$ cat src/rtl/ests_pkg.sv
`default_nettype none

package ests_pkg;

  localparam int FRAC_BITS   = 16;
  localparam int VAL_W       = 24;          // unsigned Q8.16
  localparam int RATE_W      = 16;          // unsigned Q0.16
  localparam int DELTA_W     = 9;
  localparam int PHASE_W     = 2;
  localparam int OUT_W       = 8;
  localparam int MAG_W       = 27;          // largest goal step: 256 * 4 in Q8.16
  localparam int SUM_W       = 29;          // signed goal +/- step
  localparam int CFG_ADDR_W  = 1;
  localparam int CFG_DATA_W  = 16;
  localparam int IN_TDATA_W  = 24;
  localparam int OUT_TDATA_W = 32;

  typedef logic [VAL_W-1:0]          fx_t;
  typedef logic [RATE_W-1:0]         rate_t;
  typedef logic signed [DELTA_W-1:0] delta_t;
  typedef logic [PHASE_W-1:0]        phase_t;
  typedef logic [OUT_W-1:0]          byte_t;
  typedef logic [1:0]                step_kind_t;

  // Request kinds
  localparam logic REQ_TICK    = 1'b0;
  localparam logic REQ_ENCODER = 1'b1;

  // Phases
  localparam phase_t PHASE_ARRIVAL = 2'd0;
  localparam phase_t PHASE_DEEP    = 2'd1;

  // Configuration register indexes
  localparam logic [CFG_ADDR_W-1:0] CFG_SMOOTHING_RATE = 1'b0;
  localparam logic [CFG_ADDR_W-1:0] CFG_SNAP_THRESHOLD = 1'b1;

  localparam rate_t RATE_RESET = 16'd3604;
  localparam rate_t SNAP_RESET = 16'd2621;

  // Goal step scaling per detent
  localparam step_kind_t STEP_X4   = 2'd0;
  localparam step_kind_t STEP_X3   = 2'd1;
  localparam step_kind_t STEP_X4_3 = 2'd2;

  localparam fx_t SPEED_START_FX     = fx_t'(120 << FRAC_BITS);
  localparam fx_t INTENSITY_START_FX = fx_t'(220 << FRAC_BITS);
  localparam fx_t HUE_START_FX       = fx_t'(160 << FRAC_BITS);
  localparam fx_t SAT_START_FX       = fx_t'(150 << FRAC_BITS);

  localparam fx_t SPEED_LO_FX     = fx_t'(48 << FRAC_BITS);
  localparam fx_t SPEED_HI_FX     = fx_t'(200 << FRAC_BITS);
  localparam fx_t INTENSITY_LO_FX = fx_t'(160 << FRAC_BITS);
  localparam fx_t INTENSITY_HI_FX = fx_t'(255 << FRAC_BITS);
  localparam fx_t SAT_LO_FX       = fx_t'(80 << FRAC_BITS);
  localparam fx_t SAT_HI_FX       = fx_t'(220 << FRAC_BITS);
  localparam fx_t HUE_LO_FX       = fx_t'(140 << FRAC_BITS);
  localparam fx_t HUE_HI_FX       = fx_t'(175 << FRAC_BITS);

  typedef struct packed {
    step_kind_t kind;
    fx_t        lo;
    fx_t        hi;
  } goal_rule_t;

  typedef struct packed {
    logic   req_type;
    delta_t first_knob_delta;
    delta_t second_knob_delta;
    phase_t mode_phase;
  } item_t;

  // Round half up to an integer, saturate at 255.
  function automatic byte_t round8(input fx_t v);
    logic [VAL_W:0] s;
    s = {1'b0, v} + (VAL_W+1)'(1 << (FRAC_BITS - 1));
    if (s[VAL_W]) begin
      round8 = '1;
    end else begin
      round8 = s[FRAC_BITS+OUT_W-1:FRAC_BITS];
    end
  endfunction

endpackage

`default_nettype wire

$ cat src/rtl/ests_goal_unit.sv
`default_nettype none

module ests_goal_unit (
  input  wire logic                  en,
  input  wire ests_pkg::goal_rule_t  rule,
  input  wire ests_pkg::fx_t         goal,
  input  wire ests_pkg::delta_t      delta,
  output      ests_pkg::fx_t         goal_nxt
);

  logic [ests_pkg::DELTA_W-1:0]   abs_d;
  logic [17:0]                    third_prod;
  logic [ests_pkg::DELTA_W-1:0]   third;
  logic [ests_pkg::MAG_W-1:0]     mag;
  logic signed [ests_pkg::SUM_W-1:0] g_ext;
  logic signed [ests_pkg::SUM_W-1:0] m_ext;
  logic signed [ests_pkg::SUM_W-1:0] lo_ext;
  logic signed [ests_pkg::SUM_W-1:0] hi_ext;
  logic signed [ests_pkg::SUM_W-1:0] sum;

  // Magnitude of the detent count; -256 folds to 256 as unsigned.
  assign abs_d = delta[ests_pkg::DELTA_W-1] ? (~delta + 1'b1) : delta;

  // floor((|d| + 1) / 3) by reciprocal 171/512, exact below 512
  assign third_prod = 18'(({1'b0, abs_d} + 10'd1) * 18'd171);
  assign third      = third_prod[17:9];

  // 4/3 step: (|d| * 2^18 + 1) / 3 = |d| * 87381 + floor((|d| + 1) / 3)
  always_comb begin
    case (rule.kind)
      ests_pkg::STEP_X4:   mag = {abs_d, 18'b0};
      ests_pkg::STEP_X3:   mag = 27'({abs_d, 16'b0}) + 27'({abs_d, 17'b0});
      ests_pkg::STEP_X4_3: mag = 27'(abs_d * 27'd87381) + 27'(third);
      default:             mag = '0;
    endcase
  end

  assign g_ext  = {5'b0, goal};
  assign m_ext  = {2'b0, mag};
  assign lo_ext = {5'b0, rule.lo};
  assign hi_ext = {5'b0, rule.hi};
  assign sum    = delta[ests_pkg::DELTA_W-1] ? (g_ext - m_ext) : (g_ext + m_ext);

  always_comb begin
    if (!en || (delta == '0)) begin
      goal_nxt = goal;
    end else if (sum < lo_ext) begin
      goal_nxt = rule.lo;
    end else if (sum > hi_ext) begin
      goal_nxt = rule.hi;
    end else begin
      goal_nxt = sum[ests_pkg::VAL_W-1:0];
    end
  end

endmodule

`default_nettype wire

$ cat src/rtl/ests_slew_unit.sv
`default_nettype none

module ests_slew_unit (
  input  wire ests_pkg::fx_t    now,
  input  wire ests_pkg::fx_t    goal,
  input  wire ests_pkg::rate_t  rate,
  input  wire ests_pkg::rate_t  snap,
  output      ests_pkg::fx_t    now_nxt
);

  localparam int PROD_W = ests_pkg::VAL_W + ests_pkg::RATE_W;

  logic signed [ests_pkg::VAL_W:0] gap;
  logic [ests_pkg::VAL_W-1:0]      mag;
  logic [PROD_W-1:0]               prod;
  logic [PROD_W:0]                 prod_rnd;
  logic [ests_pkg::VAL_W-1:0]      step;

  assign gap = {1'b0, goal} - {1'b0, now};
  assign mag = gap[ests_pkg::VAL_W] ? ests_pkg::VAL_W'(-gap) : gap[ests_pkg::VAL_W-1:0];

  assign prod     = mag * PROD_W'(rate);
  assign prod_rnd = {1'b0, prod} + (PROD_W+1)'(1 << 15);
  // The rounded step never exceeds the gap, so the low bits above the point suffice.
  assign step     = prod_rnd[16 +: ests_pkg::VAL_W];

  always_comb begin
    if (mag < ests_pkg::VAL_W'(snap)) begin
      now_nxt = goal;
    end else if (gap[ests_pkg::VAL_W]) begin
      now_nxt = now - step;
    end else begin
      now_nxt = now + step;
    end
  end

endmodule

`default_nettype wire

$ cat src/rtl/encoder_target_slew_smoother.sv
`default_nettype none

// Channel   Direction  tdata (lowest bit up)                        tuser
// in_       slave      first_knob_delta[8:0] second_knob_delta[17:9]  req_type
//                      mode_phase[19:18] zero[23:20]
// out_      master     speed[7:0] intensity[15:8] hue[23:16]       none
//                      saturation[31:24]
// cfg_      write      index 0 smoothing_rate, 1 snap_threshold     none
//
// One item per cycle sustained while out_tready holds high. The input register takes
// an item at its transfer; the goal/slew logic (24x16 slew multipliers set the path)
// then loads the result register when it is empty or draining, which sets out_tvalid.
// rst_n (synchronous) restores start values, empties both stages and reloads
// the register defaults. A stalled result register stops the input stage only
// when that stage also holds an item.

module encoder_target_slew_smoother (
  input  wire logic                              clk,
  input  wire logic                              rst_n,
  input  wire logic                              in_tvalid,
  output      logic                              in_tready,
  // first_knob_delta, second_knob_delta, mode_phase, zero pad
  input  wire logic [ests_pkg::IN_TDATA_W-1:0]   in_tdata,
  // req_type
  input  wire logic                              in_tuser,
  output      logic                              out_tvalid,
  input  wire logic                              out_tready,
  // speed_out, intensity_out, hue_out, saturation_out
  output      logic [ests_pkg::OUT_TDATA_W-1:0]  out_tdata,
  input  wire logic                              cfg_we,
  input  wire logic [ests_pkg::CFG_ADDR_W-1:0]   cfg_addr,
  input  wire logic [ests_pkg::CFG_DATA_W-1:0]   cfg_wdata
);

  localparam ests_pkg::goal_rule_t SPEED_RULE =
    '{kind: ests_pkg::STEP_X4, lo: ests_pkg::SPEED_LO_FX, hi: ests_pkg::SPEED_HI_FX};
  localparam ests_pkg::goal_rule_t INTENSITY_RULE =
    '{kind: ests_pkg::STEP_X4, lo: ests_pkg::INTENSITY_LO_FX, hi: ests_pkg::INTENSITY_HI_FX};
  localparam ests_pkg::goal_rule_t SAT_RULE =
    '{kind: ests_pkg::STEP_X3, lo: ests_pkg::SAT_LO_FX, hi: ests_pkg::SAT_HI_FX};
  localparam ests_pkg::goal_rule_t HUE_RULE =
    '{kind: ests_pkg::STEP_X4_3, lo: ests_pkg::HUE_LO_FX, hi: ests_pkg::HUE_HI_FX};

  // Configuration
  ests_pkg::rate_t rate_r;
  ests_pkg::rate_t snap_r;

  // Input stage
  logic             st_valid_r;
  ests_pkg::item_t  st_item_r;
  logic             advance;
  logic             fire;

  // Smoothed values and goals
  ests_pkg::fx_t speed_now_r, intensity_now_r, hue_now_r, sat_now_r;
  ests_pkg::fx_t speed_goal_r, intensity_goal_r, hue_goal_r, sat_goal_r;
  ests_pkg::fx_t speed_goal_nxt, intensity_goal_nxt, hue_goal_nxt, sat_goal_nxt;
  ests_pkg::fx_t speed_slew, intensity_slew, hue_slew, sat_slew;
  ests_pkg::fx_t speed_now_nxt, intensity_now_nxt, hue_now_nxt, sat_now_nxt;

  logic is_tick;
  logic arrival_en;
  logic deep_en;

  // Result register
  logic                               out_valid_r;
  logic [ests_pkg::OUT_TDATA_W-1:0]   out_data_r;

  // Advance the input stage when the result register is empty or draining.
  assign advance   = !out_valid_r || out_tready;
  assign fire      = st_valid_r && advance;
  assign in_tready = !st_valid_r || advance;

  assign out_tvalid = out_valid_r;
  assign out_tdata  = out_data_r;

  always_ff @(posedge clk) begin
    if (!rst_n) begin
      rate_r <= ests_pkg::RATE_RESET;
      snap_r <= ests_pkg::SNAP_RESET;
    end else if (cfg_we) begin
      case (cfg_addr)
        ests_pkg::CFG_SMOOTHING_RATE: rate_r <= cfg_wdata;
        ests_pkg::CFG_SNAP_THRESHOLD: snap_r <= cfg_wdata;
        default: ;
      endcase
    end
  end

  // Capture an item on every input transfer.
  always_ff @(posedge clk) begin
    if (!rst_n) begin
      st_valid_r <= 1'b0;
    end else if (in_tready) begin
      st_valid_r <= in_tvalid;
    end
  end

  always_ff @(posedge clk) begin
    if (in_tvalid && in_tready) begin
      st_item_r.req_type          <= in_tuser;
      st_item_r.first_knob_delta  <= in_tdata[8:0];
      st_item_r.second_knob_delta <= in_tdata[17:9];
      st_item_r.mode_phase        <= in_tdata[19:18];
    end
  end

  assign is_tick    = (st_item_r.req_type == ests_pkg::REQ_TICK);
  assign arrival_en = !is_tick && (st_item_r.mode_phase == ests_pkg::PHASE_ARRIVAL);
  assign deep_en    = !is_tick && (st_item_r.mode_phase == ests_pkg::PHASE_DEEP);

  // Goal updates: arrival moves speed/intensity, deep moves saturation/hue.
  ests_goal_unit u_speed_goal (
    .en(arrival_en), .rule(SPEED_RULE), .goal(speed_goal_r),
    .delta(st_item_r.first_knob_delta), .goal_nxt(speed_goal_nxt));

  ests_goal_unit u_intensity_goal (
    .en(arrival_en), .rule(INTENSITY_RULE), .goal(intensity_goal_r),
    .delta(st_item_r.second_knob_delta), .goal_nxt(intensity_goal_nxt));

  ests_goal_unit u_sat_goal (
    .en(deep_en), .rule(SAT_RULE), .goal(sat_goal_r),
    .delta(st_item_r.first_knob_delta), .goal_nxt(sat_goal_nxt));

  ests_goal_unit u_hue_goal (
    .en(deep_en), .rule(HUE_RULE), .goal(hue_goal_r),
    .delta(st_item_r.second_knob_delta), .goal_nxt(hue_goal_nxt));

  // Slew every value toward its goal; only a tick takes the result.
  ests_slew_unit u_speed_slew (
    .now(speed_now_r), .goal(speed_goal_r), .rate(rate_r), .snap(snap_r),
    .now_nxt(speed_slew));

  ests_slew_unit u_intensity_slew (
    .now(intensity_now_r), .goal(intensity_goal_r), .rate(rate_r), .snap(snap_r),
    .now_nxt(intensity_slew));

  ests_slew_unit u_hue_slew (
    .now(hue_now_r), .goal(hue_goal_r), .rate(rate_r), .snap(snap_r),
    .now_nxt(hue_slew));

  ests_slew_unit u_sat_slew (
    .now(sat_now_r), .goal(sat_goal_r), .rate(rate_r), .snap(snap_r),
    .now_nxt(sat_slew));

  assign speed_now_nxt     = is_tick ? speed_slew     : speed_now_r;
  assign intensity_now_nxt = is_tick ? intensity_slew : intensity_now_r;
  assign hue_now_nxt       = is_tick ? hue_slew       : hue_now_r;
  assign sat_now_nxt       = is_tick ? sat_slew       : sat_now_r;

  always_ff @(posedge clk) begin
    if (!rst_n) begin
      speed_now_r      <= ests_pkg::SPEED_START_FX;
      intensity_now_r  <= ests_pkg::INTENSITY_START_FX;
      hue_now_r        <= ests_pkg::HUE_START_FX;
      sat_now_r        <= ests_pkg::SAT_START_FX;
      speed_goal_r     <= ests_pkg::SPEED_START_FX;
      intensity_goal_r <= ests_pkg::INTENSITY_START_FX;
      hue_goal_r       <= ests_pkg::HUE_START_FX;
      sat_goal_r       <= ests_pkg::SAT_START_FX;
    end else if (fire) begin
      speed_now_r      <= speed_now_nxt;
      intensity_now_r  <= intensity_now_nxt;
      hue_now_r        <= hue_now_nxt;
      sat_now_r        <= sat_now_nxt;
      speed_goal_r     <= speed_goal_nxt;
      intensity_goal_r <= intensity_goal_nxt;
      hue_goal_r       <= hue_goal_nxt;
      sat_goal_r       <= sat_goal_nxt;
    end
  end

  // Result register: hold while stalled; once taken, reload from the input stage or drop valid.
  always_ff @(posedge clk) begin
    if (!rst_n) begin
      out_valid_r <= 1'b0;
    end else if (advance) begin
      out_valid_r <= st_valid_r;
    end
  end

  always_ff @(posedge clk) begin
    if (fire) begin
      out_data_r <= {ests_pkg::round8(sat_now_nxt), ests_pkg::round8(hue_now_nxt),
                     ests_pkg::round8(intensity_now_nxt), ests_pkg::round8(speed_now_nxt)};
    end
  end

endmodule

`default_nettype wire

$ cat config.mk
export PLATFORM = sky130hd
export DESIGN_NAME = encoder_target_slew_smoother
export DESIGN_NICKNAME = d
export VERILOG_FILES = /design/src/rtl/ests_pkg.sv /design/src/rtl/ests_goal_unit.sv /design/src/rtl/ests_slew_unit.sv /design/src/rtl/encoder_target_slew_smoother.sv
export SDC_FILE = /design/constraint.sdc
export NUM_CORES = 2
export LEC_CHECK = 0
export BUFFER_PORTS_ARGS = -buffer_cell sky130_fd_sc_hd__buf_2
export CAP_MARGIN = 10
export CORE_MARGIN = 2
export CORE_UTILIZATION = 65
export DETAILED_ROUTE_END_ITERATION = 6
export GPL_ROUTABILITY_DRIVEN = 0
export HOLD_SLACK_MARGIN = 0.12
export PLACE_DENSITY = 0.85
export SETUP_SLACK_MARGIN = 0.05
export SYNTH_ARGS = -nofsm -noshare
export SYNTH_HDL_FRONTEND = slang
export SYNTH_HIERARCHICAL = 1
export SYNTH_SLANG_ARGS = --single-unit
$ cat constraint.sdc
create_clock -name clk -period 16.5 [get_ports clk]
set_input_delay 3.3 -clock clk [delete_from_list [all_inputs] [get_ports clk]]
set_output_delay 3.3 -clock clk [all_outputs]
set_load 0.1 [all_outputs]
==> impl_metrics.env <==
export IMPL_insertion_delay_ns=0.65
export IMPL_initial_core_util_pct=65.2
export IMPL_seqCellArea_mm2=0.00617
export IMPL_multi_input_area_mm2=0.0999
export IMPL_finalSetupTns_ns=0
export IMPL_crit_family="adder cells"
export IMPL_min_period_over_period_pct=90.5
export IMPL_drive_above_1_share_pct=4.16
export IMPL_grt_pass1_wl_um=504000
export IMPL_synth_simple_area_share_pct=18.1
export IMPL_top_usage_layer="met2"
export IMPL_rr_worst_depth=49
export IMPL_synth_top_family_by_area="adder cells"
export IMPL_final_common_cell="inv_1"
export IMPL_grt_overflow=0
export IMPL_io_pin_count=81
export IMPL_grt_met1_usage_pct=45.9
export IMPL_ys_flop_type="dfxtp_1"
export IMPL_nets=17600
export IMPL_drv_slew=0
export IMPL_path_common_cell="fa_1"
export IMPL_grtUsageTotal_pct=33.5
export IMPL_clkTransAtPathRegs_ns=0.07
export IMPL_post_route_min_period_ns=14.93
export IMPL_port_buffers=76
export IMPL_worstPathRequired_ns=16.89
export IMPL_fmax_ghz=0.0670
export IMPL_cts_resized=0
export IMPL_holdPathStages=2
export IMPL_async_flop_share_pct=0
export IMPL_violations="DRC"
export IMPL_r2r_start="hue_goal_r[0]"
export IMPL_yosysSeqAreaShare_pct=5.27
export IMPL_grt_max_degree=84
export IMPL_start_kind="flip-flop"
export IMPL_status="finished, violations left"
export IMPL_wire_per_inst_um=18.0
export IMPL_ys_warnings_count=6
export IMPL_hold_path_end="intensity_now_r[6]"
export IMPL_htree_levels=2
export IMPL_clk_path_buf_depth=3
export IMPL_critPathArrivalTime_ns=15.32
export IMPL_chipWidth_um=427
export IMPL_wl_um=304000
export IMPL_drtIter0Drc=9437
export IMPL_cts_tree="built"
export IMPL_yosys_cell_types_count=116
export IMPL_drtAntennaViolNets=0
export IMPL_hpwl_um=238000
export IMPL_holdCritPathClass="flip-flop to flip-flop"
export IMPL_synth_fa_ha_area_share_pct=42.2
export IMPL_firstDrtPassIters=7
export IMPL_cp_max_fo=19
export IMPL_core_area_mm2=0.178
export IMPL_setup_viol=0
export IMPL_min_from="intensity_now_r[6]"
export IMPL_layout_common_cells="inv_1 (2432), nand2_1 (1868), ha_1 (1676)"
export IMPL_stdcell_area_mm2=0.121
export IMPL_grt_met2_usage_pct=54.4
export IMPL_clock_skew_ns=0.0423
export IMPL_synth_cells=14400
export IMPL_synth_xor_area_share_pct=5.87
export IMPL_yosysTopAreaCell="fa_1"
export IMPL_post_cts_setup_buffer_count=0
export IMPL_finalHoldViolCount=0
export IMPL_die_y_um=427
export IMPL_tightestPinTransition_ns=1.21
export IMPL_cts_sinks=279
export IMPL_r2r_end="out_tdata[22]"
export IMPL_route_vias_total=102000
export IMPL_n_fill_cell=14000
export IMPL_antenna_found_initial=2
export IMPL_fp_row_count=155
export IMPL_end_kind="flip-flop"
export IMPL_place_area_mm2=0.120
export IMPL_drc=2
export IMPL_avgSynthCellArea_um2=8.05
export IMPL_synth_top_cells_by_area="fa_1 (24%), ha_1 (18%), inv_1 (7.9%), nand2_1 (6.0%), dfxtp_1 (3.9%)"
export IMPL_cp_slowest_stage_delay_ns=0.90
export IMPL_synth_edf_count=53
export IMPL_syn2layout_area_growth_pct=4.38
export IMPL_cts_inserted_buffers=36
export IMPL_muxShareOfSynthArea_pct=2.65
export IMPL_synth_top_cell_area_share_pct=24.1
export IMPL_worst_setup_path_type="flip-flop to flip-flop"
export IMPL_ys_seq_elements=279
export IMPL_holdBufCountCts=0
export IMPL_rrSetupSlack_ns=1.57
export IMPL_max_cap_viol_count=0
export IMPL_cts_root_buf="clkbuf_16"
export IMPL_grt_pass1_vias=101000
export IMPL_relSlewSlack_pct=19.0
export IMPL_viasPerCell=6.02
export IMPL_synth_area_mm2=0.116
export IMPL_crit_slowest_cell="xnor2_1"
export IMPL_die_area_mm2=0.182
export IMPL_rsz0062_at_grt="false"
export IMPL_worst_path_buf_inv=6
export IMPL_gr_usage_met3_pct=4.89
export IMPL_synth_compound_area_share_pct=16.2
-- stage by stage --
step / utilization (%) / setup WS (ns) / instances / hold slack [ns]
floorplan: - / 4.03 / 14800 / 0.452
global placement: 67.4 / 2.37 / 16800 / 0.464
detailed placement: 67.4 / 2.19 / 16800 / 0.467
CTS: 68.1 / 2.11 / 16900 / 0.479
global route: 68.1 / 0.962 / 16900 / 0.501
finish: 68.1 / 1.57 / 16900 / 0.479
-- routing by layer --
metal | up-vias | routed length, µm | share of wire (%)
met1 | 48800 | 127000 | 42
met4 | 0 | 9900 | 3.3
met3 | 748 | 28400 | 9.3
li1 | 47500 | - | -
met2 | 4598 | 139000 | 46
met5 | - | 0 | 0
-- worst register-to-register path, delay by kind of cell, from the launching register on --
kind	cells	cell delay [ns]
compound gates	14	4.15
simple gates	13	3.00
mux	1	0.16
fa+ha+maj	10	4.45
xor+xnor	5	1.78
buf+inv	6	0.80
flops	1	0.34
-- registers in the layout (all words and copies together) (netlist names), 21 cells and up --
signal / flops
speed_now_r: 24
sat_goal_r: 24
intensity_goal_r: 24
intensity_now_r: 24
hue_now_r: 24
out_tdata: 32
hue_goal_r: 24
sat_now_r: 24
st_item_r: 21
speed_goal_r: 24
-- synth_stat cells (84+ instances only) --
cell type,count
xnor2_1,468
nor2b_1,157
clkbuf_1,412
nand4_1,126
nor3_1,160
o221ai_1,96
nand2_1,1869
a21o_1,249
and3_1,84
nor2_1,487
a31oi_1,102
a21boi_0,128
o21ai_0,493
nand3_1,193
dfxtp_1,226
a21oi_1,750
and2_1,719
o21a_1,107
nand2b_1,172
mux2i_1,137
inv_1,2432
xor2_1,303
fa_1,1396
ha_1,1676
-- cells by family (layout without fill, tap and decap cells) --
| group | Yosys count | in the layout |
|---|---|---|
| and+or+nand+nor | 4285 | 4285 |
| adders and majority gates | 3072 | 3072 |
| buffers and inverters | 2954 | 2754 |
| AOI/OAI and AO/OA | 2784 | 2784 |
| xor gates and xnor gates | 774 | 774 |
| DFF | 279 | 279 |
| muxes | 263 | 263 |
| other | 2 | 341 |
-- final cells by class --
type / instances / share of cell area, %
multi-input cells: 11500 / 82.5
inverters: 2442 / 7.57
flip-flops and latches: 279 / 5.10
well taps: 2355 / 2.43
repair buffers: 246 / 1.37
clock buffers: 49 / 0.896
clock inverters: 17 / 0.158
diodes: 1 / 0.00207
-- worst max-delay path by stage --
stage / start / end / slack (ns) / cells after the start
after global placement: hue_goal_r[0] / out_tdata[22] / 2.37 / 49
final: hue_goal_r[0] / out_tdata[22] / 1.57 / 49
after global routing: sat_goal_r[0] / out_tdata[26] / 0.96 / 53
after floorplan: sat_goal_r[1] / out_tdata[31] / 4.03 / 50
after detailed placement: hue_goal_r[0] / out_tdata[22] / 2.19 / 49
after CTS: intensity_goal_r[0] / out_tdata[9] / 2.11 / 48
Power is not shown: default switching activity piles up to over one toggle a cycle in this logic, so the estimate is an artifact.
